File: src/design/owrb_pkg.sv
// Shared types, operation codes and default sizes of the overwriting ring buffer.
package owrb_pkg;

    localparam int DEPTH_DEF       = 64;
    localparam int PATTERN_MAX_DEF = 8;

    localparam int CAP_W     = 7;
    localparam int OP_W      = 2;
    localparam int BYTE_W    = 8;
    localparam int PATTERN_W = 64;
    localparam int PLEN_W    = 4;

    typedef enum logic [OP_W-1:0] {
        OP_WRITE  = 2'd0,
        OP_READ   = 2'd1,
        OP_CLEAR  = 2'd2,
        OP_SEARCH = 2'd3
    } t_op;

    typedef enum logic [1:0] {
        S_IDLE,
        S_RDATA,
        S_SCAN,
        S_DONE
    } t_state;

    // Control from the sequencer to the pattern matcher.
    typedef struct packed {
        logic clr;
        logic shift;
    } t_match_ctl;

endpackage

File: src/design/owrb_store.sv
// Byte store: one write port and one read port with registered read data.
module owrb_store
    import owrb_pkg::*;
#(
    parameter int DEPTH = DEPTH_DEF,
    parameter int AW    = $clog2(DEPTH)
) (
    input  logic              i_clk,
    input  logic              i_wr_en,
    input  logic [AW-1:0]     i_wr_addr,
    input  logic [BYTE_W-1:0] i_wr_data,
    input  logic              i_rd_en,
    input  logic [AW-1:0]     i_rd_addr,
    output logic [BYTE_W-1:0] o_rd_data
);

    logic [BYTE_W-1:0] r_mem [DEPTH];
    logic [BYTE_W-1:0] r_rd_data;

    always_ff @(posedge i_clk) begin
        if (i_wr_en) begin
            r_mem[i_wr_addr] <= i_wr_data;
        end
    end

    always_ff @(posedge i_clk) begin
        if (i_rd_en) begin
            r_rd_data <= r_mem[i_rd_addr];
        end
    end

    assign o_rd_data = r_rd_data;

endmodule

File: src/design/owrb_matcher.sv
// Sliding window of the most recent stored bytes, compared against the search pattern.
module owrb_matcher
    import owrb_pkg::*;
#(
    parameter int PATTERN_MAX = PATTERN_MAX_DEF,
    parameter int LW          = $clog2(PATTERN_MAX + 1)
) (
    input  logic                 i_clk,
    input  logic                 i_rst_n,
    input  t_match_ctl           i_ctl,
    input  logic [BYTE_W-1:0]    i_byte,
    input  logic [PATTERN_W-1:0] i_pattern,
    input  logic [LW-1:0]        i_len,
    output logic                 o_hit
);

    // Entry 0 holds the newest byte.
    logic [BYTE_W-1:0] r_win [PATTERN_MAX];
    logic [LW-1:0]     r_depth;
    logic [PATTERN_MAX:0] len_ok;

    always_ff @(posedge i_clk) begin
        if (i_ctl.shift) begin
            r_win[0] <= i_byte;
            for (int k = 1; k < PATTERN_MAX; k++) begin
                r_win[k] <= r_win[k-1];
            end
        end
    end

    always_ff @(posedge i_clk) begin
        if (!i_rst_n || i_ctl.clr) begin
            r_depth <= '0;
        end else if (i_ctl.shift && (int'(r_depth) < PATTERN_MAX)) begin
            r_depth <= r_depth + LW'(1);
        end
    end

    // For each pattern length n, the oldest of the n newest bytes compares with pattern byte 0.
    always_comb begin
        len_ok    = '0;
        len_ok[0] = 1'b0;
        for (int n = 1; n <= PATTERN_MAX; n++) begin
            len_ok[n] = 1'b1;
            for (int j = 0; j < n; j++) begin
                if (r_win[n-1-j] != i_pattern[BYTE_W*j +: BYTE_W]) begin
                    len_ok[n] = 1'b0;
                end
            end
        end
    end

    assign o_hit = (r_depth >= i_len) && len_ok[i_len];

endmodule

File: src/design/overwrite_ring_buffer_with_search_core.sv
// Top level of the overwriting ring buffer with pattern search.
//
// Byte FIFO of DEPTH slots, of which the capacity register puts 1..DEPTH in use; a write
// to a full buffer replaces the oldest byte, and writing the capacity register also
// empties the buffer. One request is handled at a time and gives one result. Write,
// clear, a read of an empty buffer and a search that cannot match (empty pattern or
// pattern longer than the fill count) go straight to the result state; a read passes
// through the read-data state, and any other search scans the stored bytes, which stream
// out of the single read port of the byte store one per cycle from the oldest on; a match
// ends the scan early. A result that the receiver stalls holds the block until taken.
module overwrite_ring_buffer_with_search_core
    import owrb_pkg::*;
#(
    parameter int DEPTH       = DEPTH_DEF,
    parameter int PATTERN_MAX = PATTERN_MAX_DEF
) (
    input  logic                 i_clk,
    input  logic                 i_rst_n,
    input  logic                 i_cfg_wr_en,
    input  logic [CAP_W-1:0]     i_capacity_in_use,
    input  logic                 i_in_valid,
    output logic                 o_in_stall,
    input  logic [OP_W-1:0]      i_operation,
    input  logic [BYTE_W-1:0]    i_write_byte,
    input  logic [PATTERN_W-1:0] i_pattern_bytes,
    input  logic [PLEN_W-1:0]    i_pattern_length,
    output logic                 o_out_valid,
    input  logic                 i_out_stall,
    output logic [BYTE_W-1:0]    o_read_byte,
    output logic                 o_read_valid,
    output logic                 o_pattern_found,
    output logic [CAP_W-1:0]     o_fill_count,
    output logic                 o_is_full,
    output logic                 o_is_empty
);

    localparam int AW = $clog2(DEPTH);
    localparam int CW = $clog2(DEPTH + 1);
    localparam int LW = $clog2(PATTERN_MAX + 1);

    t_state r_state, n_state;

    logic [CW-1:0] r_cap, n_cap;
    logic [AW-1:0] r_wpos, n_wpos;
    logic [AW-1:0] r_rpos, n_rpos;
    logic [CW-1:0] r_count, n_count;

    logic [AW-1:0] r_scan_addr, n_scan_addr;
    logic [CW-1:0] r_issued, n_issued;
    logic [CW-1:0] r_seen, n_seen;
    logic          r_rd_pend, n_rd_pend;

    logic [PATTERN_W-1:0] r_pattern, n_pattern;
    logic [LW-1:0]        r_plen, n_plen;

    logic [BYTE_W-1:0] r_rbyte, n_rbyte;
    logic              r_rvalid, n_rvalid;
    logic              r_found, n_found;

    logic              r_out_valid, n_out_valid;
    logic [BYTE_W-1:0] r_out_rbyte, n_out_rbyte;
    logic              r_out_rvalid, n_out_rvalid;
    logic              r_out_found, n_out_found;
    logic [CW-1:0]     r_out_count, n_out_count;
    logic              r_out_full, n_out_full;
    logic              r_out_empty, n_out_empty;

    logic              accept;
    logic              out_free;
    logic              is_full;
    logic              is_empty;
    logic [LW-1:0]     len_sat;
    logic              no_match;
    logic              hit;
    logic              scan_done;
    logic [CW-1:0]     cap_clamped;

    logic              mem_wr;
    logic              mem_rd;
    logic [AW-1:0]     mem_rd_addr;
    logic [BYTE_W-1:0] mem_rd_data;
    t_match_ctl        match_ctl;

    function automatic logic [AW-1:0] f_next(input logic [AW-1:0] p, input logic [CW-1:0] cap);
        logic [CW-1:0] q;
        q = CW'(p) + CW'(1);
        return (q >= cap) ? '0 : AW'(q);
    endfunction

    // A capacity write takes the cycle, so no request is taken alongside it.
    assign accept   = i_in_valid && (r_state == S_IDLE) && !i_cfg_wr_en;
    assign out_free = !r_out_valid || !i_out_stall;
    assign is_full  = (r_count == r_cap);
    assign is_empty = (r_count == '0);

    always_comb begin
        if (int'(i_pattern_length) > PATTERN_MAX) begin
            len_sat = LW'(PATTERN_MAX);
        end else begin
            len_sat = LW'(i_pattern_length);
        end
    end

    assign no_match = (len_sat == '0) || (int'(len_sat) > int'(r_count));

    // Out-of-range capacity writes are pulled into 1..DEPTH.
    always_comb begin
        if (i_capacity_in_use == '0) begin
            cap_clamped = CW'(1);
        end else if (int'(i_capacity_in_use) > DEPTH) begin
            cap_clamped = CW'(DEPTH);
        end else begin
            cap_clamped = CW'(i_capacity_in_use);
        end
    end

    // All bytes have passed through the window.
    assign scan_done = (r_seen == r_count);

    // Next state.
    always_comb begin
        n_state = r_state;
        unique case (r_state)
            S_IDLE: begin
                if (accept) begin
                    unique case (t_op'(i_operation))
                        OP_WRITE, OP_CLEAR: n_state = S_DONE;
                        OP_READ:            n_state = is_empty ? S_DONE : S_RDATA;
                        OP_SEARCH:          n_state = no_match ? S_DONE : S_SCAN;
                        default:            n_state = S_DONE;
                    endcase
                end
            end
            S_RDATA: n_state = S_DONE;
            S_SCAN: begin
                if (hit || scan_done) begin
                    n_state = S_DONE;
                end
            end
            S_DONE: begin
                if (out_free) begin
                    n_state = S_IDLE;
                end
            end
            default: n_state = S_IDLE;
        endcase
    end

    // Datapath and memory control per state.
    always_comb begin
        n_cap        = r_cap;
        n_wpos       = r_wpos;
        n_rpos       = r_rpos;
        n_count      = r_count;
        n_scan_addr  = r_scan_addr;
        n_issued     = r_issued;
        n_seen       = r_seen;
        n_rd_pend    = 1'b0;
        n_pattern    = r_pattern;
        n_plen       = r_plen;
        n_rbyte      = r_rbyte;
        n_rvalid     = r_rvalid;
        n_found      = r_found;
        n_out_valid  = r_out_valid && i_out_stall;
        n_out_rbyte  = r_out_rbyte;
        n_out_rvalid = r_out_rvalid;
        n_out_found  = r_out_found;
        n_out_count  = r_out_count;
        n_out_full   = r_out_full;
        n_out_empty  = r_out_empty;
        mem_wr       = 1'b0;
        mem_rd       = 1'b0;
        mem_rd_addr  = r_rpos;
        match_ctl    = '{clr: 1'b0, shift: 1'b0};

        unique case (r_state)
            S_IDLE: begin
                if (i_cfg_wr_en) begin
                    n_cap   = cap_clamped;
                    n_wpos  = '0;
                    n_rpos  = '0;
                    n_count = '0;
                end else if (accept) begin
                    n_rbyte   = '0;
                    n_rvalid  = 1'b0;
                    n_found   = 1'b0;
                    n_pattern = i_pattern_bytes;
                    n_plen    = len_sat;
                    unique case (t_op'(i_operation))
                        OP_WRITE: begin
                            mem_wr = 1'b1;
                            n_wpos = f_next(r_wpos, r_cap);
                            if (is_full) begin
                                n_rpos = f_next(r_rpos, r_cap);
                            end else begin
                                n_count = r_count + CW'(1);
                            end
                        end
                        OP_READ: begin
                            if (!is_empty) begin
                                mem_rd  = 1'b1;
                                n_rpos  = f_next(r_rpos, r_cap);
                                n_count = r_count - CW'(1);
                            end
                        end
                        OP_CLEAR: begin
                            n_wpos  = '0;
                            n_rpos  = '0;
                            n_count = '0;
                        end
                        OP_SEARCH: begin
                            n_scan_addr   = r_rpos;
                            n_issued      = '0;
                            n_seen        = '0;
                            match_ctl.clr = 1'b1;
                        end
                        default: ;
                    endcase
                end
            end
            S_RDATA: begin
                n_rbyte  = mem_rd_data;
                n_rvalid = 1'b1;
            end
            S_SCAN: begin
                // Each read is issued in the cycle before the window shifts in its byte.
                if (r_issued != r_count) begin
                    mem_rd      = 1'b1;
                    mem_rd_addr = r_scan_addr;
                    n_scan_addr = f_next(r_scan_addr, r_cap);
                    n_issued    = r_issued + CW'(1);
                    n_rd_pend   = 1'b1;
                end
                if (r_rd_pend) begin
                    match_ctl.shift = 1'b1;
                    n_seen          = r_seen + CW'(1);
                end
                if (hit) begin
                    n_found = 1'b1;
                    n_wpos  = '0;
                    n_rpos  = '0;
                    n_count = '0;
                end
            end
            S_DONE: begin
                if (out_free) begin
                    n_out_valid  = 1'b1;
                    n_out_rbyte  = r_rbyte;
                    n_out_rvalid = r_rvalid;
                    n_out_found  = r_found;
                    n_out_count  = r_count;
                    n_out_full   = is_full;
                    n_out_empty  = is_empty;
                end
            end
            default: ;
        endcase
    end

    always_ff @(posedge i_clk) begin
        if (!i_rst_n) begin
            r_state     <= S_IDLE;
            r_cap       <= CW'(DEPTH);
            r_wpos      <= '0;
            r_rpos      <= '0;
            r_count     <= '0;
            r_rd_pend   <= 1'b0;
            r_out_valid <= 1'b0;
        end else begin
            r_state     <= n_state;
            r_cap       <= n_cap;
            r_wpos      <= n_wpos;
            r_rpos      <= n_rpos;
            r_count     <= n_count;
            r_rd_pend   <= n_rd_pend;
            r_out_valid <= n_out_valid;
        end
    end

    always_ff @(posedge i_clk) begin
        r_scan_addr  <= n_scan_addr;
        r_issued     <= n_issued;
        r_seen       <= n_seen;
        r_pattern    <= n_pattern;
        r_plen       <= n_plen;
        r_rbyte      <= n_rbyte;
        r_rvalid     <= n_rvalid;
        r_found      <= n_found;
        r_out_rbyte  <= n_out_rbyte;
        r_out_rvalid <= n_out_rvalid;
        r_out_found  <= n_out_found;
        r_out_count  <= n_out_count;
        r_out_full   <= n_out_full;
        r_out_empty  <= n_out_empty;
    end

    owrb_store #(
        .DEPTH (DEPTH),
        .AW    (AW)
    ) u_store (
        .i_clk     (i_clk),
        .i_wr_en   (mem_wr),
        .i_wr_addr (r_wpos),
        .i_wr_data (i_write_byte),
        .i_rd_en   (mem_rd),
        .i_rd_addr (mem_rd_addr),
        .o_rd_data (mem_rd_data)
    );

    owrb_matcher #(
        .PATTERN_MAX (PATTERN_MAX),
        .LW          (LW)
    ) u_matcher (
        .i_clk     (i_clk),
        .i_rst_n   (i_rst_n),
        .i_ctl     (match_ctl),
        .i_byte    (mem_rd_data),
        .i_pattern (r_pattern),
        .i_len     (r_plen),
        .o_hit     (hit)
    );

    assign o_in_stall      = (r_state != S_IDLE) || i_cfg_wr_en;
    assign o_out_valid     = r_out_valid;
    assign o_read_byte     = r_out_rbyte;
    assign o_read_valid    = r_out_rvalid;
    assign o_pattern_found = r_out_found;
    assign o_fill_count    = CAP_W'(r_out_count);
    assign o_is_full       = r_out_full;
    assign o_is_empty      = r_out_empty;

endmodule
File: config.mk
export PLATFORM = sky130hd
export DESIGN_NAME = overwrite_ring_buffer_with_search_core
export DESIGN_NICKNAME = d
export VERILOG_FILES = /design/src/design/owrb_pkg.sv /design/src/design/owrb_store.sv /design/src/design/owrb_matcher.sv /design/src/design/overwrite_ring_buffer_with_search_core.sv
export SDC_FILE = /design/constraint.sdc
export NUM_CORES = 1
export LEC_CHECK = 0
export BUFFER_PORTS_ARGS = -buffer_cell sky130_fd_sc_hd__buf_2
export CORE_MARGIN = 1
export CORE_UTILIZATION = 60
export DETAILED_ROUTE_END_ITERATION = 6
export PLACE_DENSITY_LB_ADDON = 0.25
export SYNTH_ARGS = -nofsm -noshare
export SYNTH_HDL_FRONTEND = slang
export SYNTH_SLANG_ARGS = --single-unit
File: constraint.sdc
create_clock -name i_clk -period 10.5 [get_ports i_clk]
set_clock_uncertainty 0.2 [all_clocks]
set_input_delay 0.525 -clock i_clk [delete_from_list [all_inputs] [get_ports i_clk]]
set_output_delay 0.525 -clock i_clk [all_outputs]
set_load 0.01 [all_outputs]
After elaboration in Yosys (flattened, before gate mapping)
Memory sizes are Yosys's and may differ from the RTL's. A register that Yosys moved wholly into a read port is not among the register bits.
Cells that the tools add are included.

storage, ports and cells
  register bits after elaboration = 151
  RAM bits = 576
  bits of input ports = 90
  output and inout bits = 21
  logic and storage cells = 249
  memories = 2

cells by class
  add/sub/neg operators = 8
  order comparisons = 9
  equal/unequal tests = 59
  multiplexer cells = 113
  bitwise gates (word level) = 1
  reductions and logical operators = 35

memory list
  memory           words  width  rd ports  clocked after Yosys merged registers in  wr ports  line                RTL
  u_store.r_mem    64     8      1         1                                        1         owrb_store.sv:17    logic [BYTE_W-1:0] r_mem [DEPTH];
  u_matcher.r_win  8      8      8         0                                        8         owrb_matcher.sv:18  logic [BYTE_W-1:0] r_win [PATTERN_MAX];

operator list
  kind                   count
  $ne A8 B8 Y1           36
  $mux W6                16
  $mux W7                12
  $mux W1                62
  $pmux W6 S2            4
  $pmux W7 S2            3
  $add A6 B1 Y7 const B  3
  $add A7 B1 Y7 const B  3
  $ge A7 B7 Y1           3
  $pmux W7 S3            1
  $pmux W6 S3            1
  $mux W8                2
  $pmux W8 S2            1
  $eq A7 B7 Y1           2
  $logic_not A7 Y1       2
  $ne A2 B2 Y1 const B   7
  $ne A4 B4 Y1 const B   3
  $reduce_and A6 Y1      2
  $reduce_and A5 Y1      2
  $reduce_and A3 Y1      3
  $eq A2 B2 Y1 const B   4
  $mux W2                4
  $pmux W2 S4            1
  $reduce_and A4 Y1      2
  27 further kinds       46

Depth between registers and ports, before layout
An unclocked memory read counts as a cell.

  depth in word-level cells = 16
  gate-level depth with buffers = 14

By module
A second synthesis with hierarchy kept.

second synthesis, totals
  cell total of the unflattened synthesis = 2073
  area, all modules = 32855.3 um2

modules (own cells, without submodules)
  module                                  instances  cells each  area each (um2)  sequential area each (um2)
  owrb_store                              1          972         20270.7          15615.0
  overwrite_ring_buffer_with_search_core  1          537         6839.1           4113.9
  owrb_matcher                            1          564         5745.5           2001.9

Worst setup path before layout
No wires, ideal clock.

  kind = register to register
  start = register r_state[0]
  end = register r_issued[0] (enable)
  library setup time = 387 ps
  arrival time = 3562 ps
  data required time = 9913 ps
  slack = 6351 ps
  cell stages (with the launch flop) = 10
  path buffers = 0
  clock period less this slack = 4149 ps
  path through = dfxtp_1 > inv_1 > ha_1 > nor2b_1 > nand2_1 > inv_1 > nand2_1 > nand2_1 > o21ai_0 > a21oi_1

between the ends
  cells in the longest elaborated chain, start to end = 5
  elaborated cells between the ends (all ways) = 10

ends and longest elaborated chain
  item                                    line                                                                                         RTL
  start: declaration                      overwrite_ring_buffer_with_search_core.sv:41                                                 t_state r_state, n_state;
  start signal: assignment                overwrite_ring_buffer_with_search_core.sv:270                                                r_state <= n_state;
  $logic_not A2 Y1                        overwrite_ring_buffer_with_search_core.sv:91, overwrite_ring_buffer_with_search_core.sv:176
  $logic_and A1 B1 Y1 (2 in series)       overwrite_ring_buffer_with_search_core.sv:91                                                 assign accept = i_in_valid && (r_state == S_IDLE) && !i_cfg_wr_en;
  $ne A2 B2 Y1 (no source line)           -
  $reduce_and A5 Y1 (no source line) (*)  -
  end signal: assignment                  overwrite_ring_buffer_with_search_core.sv:282                                                r_issued <= n_issued;
  end: declaration                        overwrite_ring_buffer_with_search_core.sv:49                                                 logic [CW-1:0] r_issued, n_issued;

Mark *: on every way between the ends. The rest lies on a longest branch, timed or not.
A chain may end at the register's enable or synchronous reset.

Worst setup path in the final report
  start = register r_count[0]
  end = register u_store.r_rd_data[7], in the netlist u_store.o_rd_data[7] (read register of u_store.r_mem), data pin

between the ends
  cells in the longest elaborated chain, start to end = 6
  elaborated cells between the ends (all ways) = 10

ends and longest elaborated chain
  item                      line                                           RTL
  start: declaration        overwrite_ring_buffer_with_search_core.sv:46   logic [CW-1:0] r_count, n_count;
  start signal: assignment  overwrite_ring_buffer_with_search_core.sv:274  r_count <= n_count;
  $logic_not A7 Y1          overwrite_ring_buffer_with_search_core.sv:94   assign is_empty = (r_count == '0);
  $mux W1                   overwrite_ring_buffer_with_search_core.sv:200  if (!is_empty) begin
  $mux W1                   overwrite_ring_buffer_with_search_core.sv:189  unique case (t_op'(i_operation))
  $mux W1                   overwrite_ring_buffer_with_search_core.sv:183  end else if (accept) begin
  $mux W1                   overwrite_ring_buffer_with_search_core.sv:178  if (i_cfg_wr_en) begin
  $pmux W1 S2               overwrite_ring_buffer_with_search_core.sv:176  unique case (r_state)
  end: declaration          owrb_store.sv:18                               logic [BYTE_W-1:0] r_rd_data;

Parallel ways exist; a longest one is shown, timed or not.

==> metrics.txt <==
Compound-Gate Fraction of Synth Area 6.15%; commonest non-fill, non-tap cell in the layout edfxtp_1; Crit path required time 10.81 ns; Die ar. 0.0573 sq mm; Final Hold Vio Count 0; post-route ant nets 0; Initial DRC Count 2,775; status finished, final reports clean; Core Util, Final 68.4%; Post-Synth Simple-Gate Area 10.8%; drt drc 0; Wirelength per Cell 26.4 um; layout cells sized above 1 11.3%; first-pass GRT wire length 136,000 um; DP HPWL 58,300 um; Setup crit end kind flop; Async SR Flop Fraction 0%; P_sw 0.00284 W; I/O pins 111; Layout Cells excl Fill 3,482; DR vias/cell 6.33; mux contribution to synthesized area 5.33%; Vias 22,047; Pins Over Slew Limit 0; Post-synth EDFFs 701; Unique masters post-synth 78; Post-Synth XOR/XNOR Area 8.40%; TritonRoute pass-1 iters 6; Synth Cell Area 0.0338 sq mm; Worst Hold Class primary input to flop; #FFs+latches synth 735; Multi-input gate area 0.0110 sq mm; worst hold stages 3; Worst Setup Start Kind flop; max cap viols 0; Seq/Total Area, Yosys 64.3%; GPL Wtd Cong 0.970; CTS tree built; cts bufs inserted 74; combinational share of power 27.0%; Starting Density 61.0%; I/O Buffers 110; grt ovf 0; Final Worst Setup Slack 5.68 ns; fin crit period 4.82 ns; fin crit share 45.9%; post-synthesis adder-cell area fraction 1.84%; vias in the first global route 21,479; WS Path Type flop to flop; row count 86; synthesized area per cell 13.1 sq um; total track usage 32.6%; core area 0.0554 sq mm; hold buffers post-CTS 65; Achievable Freq 208 MHz; htree depth 3; CP max FO 51; Clock Power Share 32.0%; Arrival @ worst endpoint 5.13 ns; Least-Margin Pin Slew 1.25 ns; Max clock buf depth 3; Syn Inst Count 2,577; power per cell area 230 mW/mm^2; sequential cell area 0.0217 sq mm; Clock Latency Late Sink 0.64 ns; switching share of power 32.6%; Clock transition at path regs 0.06 ns; RSZ-0062 raised after global routing no; final setup vio count 0; Die Y 239 um; most frequent cells in the layout 701 x edfxtp_1, 316 x nand2_1, 214 x xnor2_1; main combinational cell family by area after synthesis simple AND/OR/NAND/NOR gates; VDD IR max 0.313 mV; initial antenna violation count 0; Chip Width 239 um; Clock Sink Count 735; Nets 2,811; Synth Warn # 0; Area Growth Syn to Fin 12.3%; setup TNS 0 ns; largest net degree at the start of global routing 155; Flop pwr share 41.0%; Leak Pwr 12.9 nW; post-CTS sizing 0; Root Driver clkbuf_16; Post-Syn Nets 2,716; slew margin rel. 16.6%; Main synth FF type edfxtp_1; fillers 3,842; Pint 0.00587 W; Post-CTS Setup Repair Bufs 0; Reg2Reg Depth 11; final wirelength 92,000 um; pre-CTS setup slack 5.78 ns; Placed Cells 3,279
[state kept, by name, summed over array words and instances, names as in the netlist, 2 cells and up]
signal,count
r_wpos,6
u_matcher.r_win,64
r_count,7
u_store.r_mem,512
r_pattern,64
o_fill_count,7
r_issued,7
r_rbyte,8
r_scan_addr,6
r_plen,4
u_matcher.r_depth,4
r_seen,7
r_state,2
r_cap,7
u_store.o_rd_data,8
o_read_byte,8
r_rpos,6
[power by group through the flow]
stage	clock, W	sequential, W	combinational [W]
3_3_place_gp	0	0.00362	0.00223
2_1_floorplan	0	0.00350	0.00167
5_1_grt	0.00292	0.00358	0.00250
6_report	0.00278	0.00357	0.00235
3_5_place_dp	0	0.00362	0.00228
4_1_cts	0.00281	0.00356	0.00232
[synthesized netlist by cell type, types with 18 or more instances]
cell type  count  area, sq um
edfxtp_1     701        21100
nand2_1      316         1190
xnor2_1      214         1870
mux2i_1      128         1280
nand3_1      107          536
nor2_1       105          394
xor2_1        97          850
clkbuf_1      82          308
nand4_1       75          469
buf_2         69          345
inv_1         67          251
a21oi_1       54          270
ha_1          48          601
o21ai_0       37          185
dfxtp_1       34          681
nor4_1        34          213
o211ai_1      32          240
and3_1        31          194
nor2b_1       27          169
mux2_2        25          282
a21o_1        22          165
a31oi_1       22          138
and2_1        22          138
buf_1         18         67.6
[worst max-delay path, stage by stage (launching register included)]
cell and delay [ns]:
dfxtp_1 0.68, xnor2_2 0.22, nand3_1 0.16, o21a_1 0.41, o22ai_4 0.20, buf_4 0.57
buf_4 0.67, mux2_2 0.29, o211ai_1 0.08, a2111oi_0 0.82, a31oi_1 0.19, nand4_1 0.15
[worst paths after layout]
check,from,to,slack [ns]
setup / recovery,r_count[0],u_store.o_rd_data[7],5.68
hold / removal,i_out_stall,o_out_valid,0.03
setup reg to reg,r_count[0],u_store.o_rd_data[7],5.68
hold reg to reg,r_rbyte[6],o_read_byte[6],0.22
[cell families (layout without fill, tap and decap cells)]
| family | after synthesis | after routing |
|---|---|---|
| AND/OR/NAND/NOR | 768 | 768 |
| flip-flops | 735 | 735 |
| XOR/XNOR | 318 | 318 |
| AO/OA/AOI/OAI | 297 | 297 |
| buffers and inverters | 246 | 401 |
| multiplexers | 164 | 164 |
| adder cells (fa/ha/maj) | 49 | 49 |
| other | 0 | 2 |
[cell type report]
| cell class | count | share of cell area [%] |
|---|---|---|
| inverter | 67 | 0.663 |
| antenna | 2 | 0.0132 |
| timing repair buffer | 198 | 3.66 |
| tap | 748 | 2.47 |
| clock buffer | 84 | 5.06 |
| multi-input combinational | 1596 | 29.1 |
| sequential | 735 | 57.3 |
| clock inverter | 52 | 1.74 |
[per-layer routing]
metal	global-route usage [%]	part of all wire (%)	up-vias
met5	0	0	-
met4	15.6	5.0	0
met3	5.91	9.5	276
met2	51.9	47	1293
met1	43.5	39	10834
li1	-	-	9644
[per-stage QoR]
step	area (sq um)	total power (W)	hold slack, ns
finish	37900	0.00870	0.0280
global route	37900	0.00899	0.0248
CTS	37900	0.00869	0.0105
detailed placement	34700	0.00590	0.205
global placement	34700	0.00585	0.207
floorplan	33800	0.00517	0.200
No activity file was read; power rests on OpenSTA's default activity.
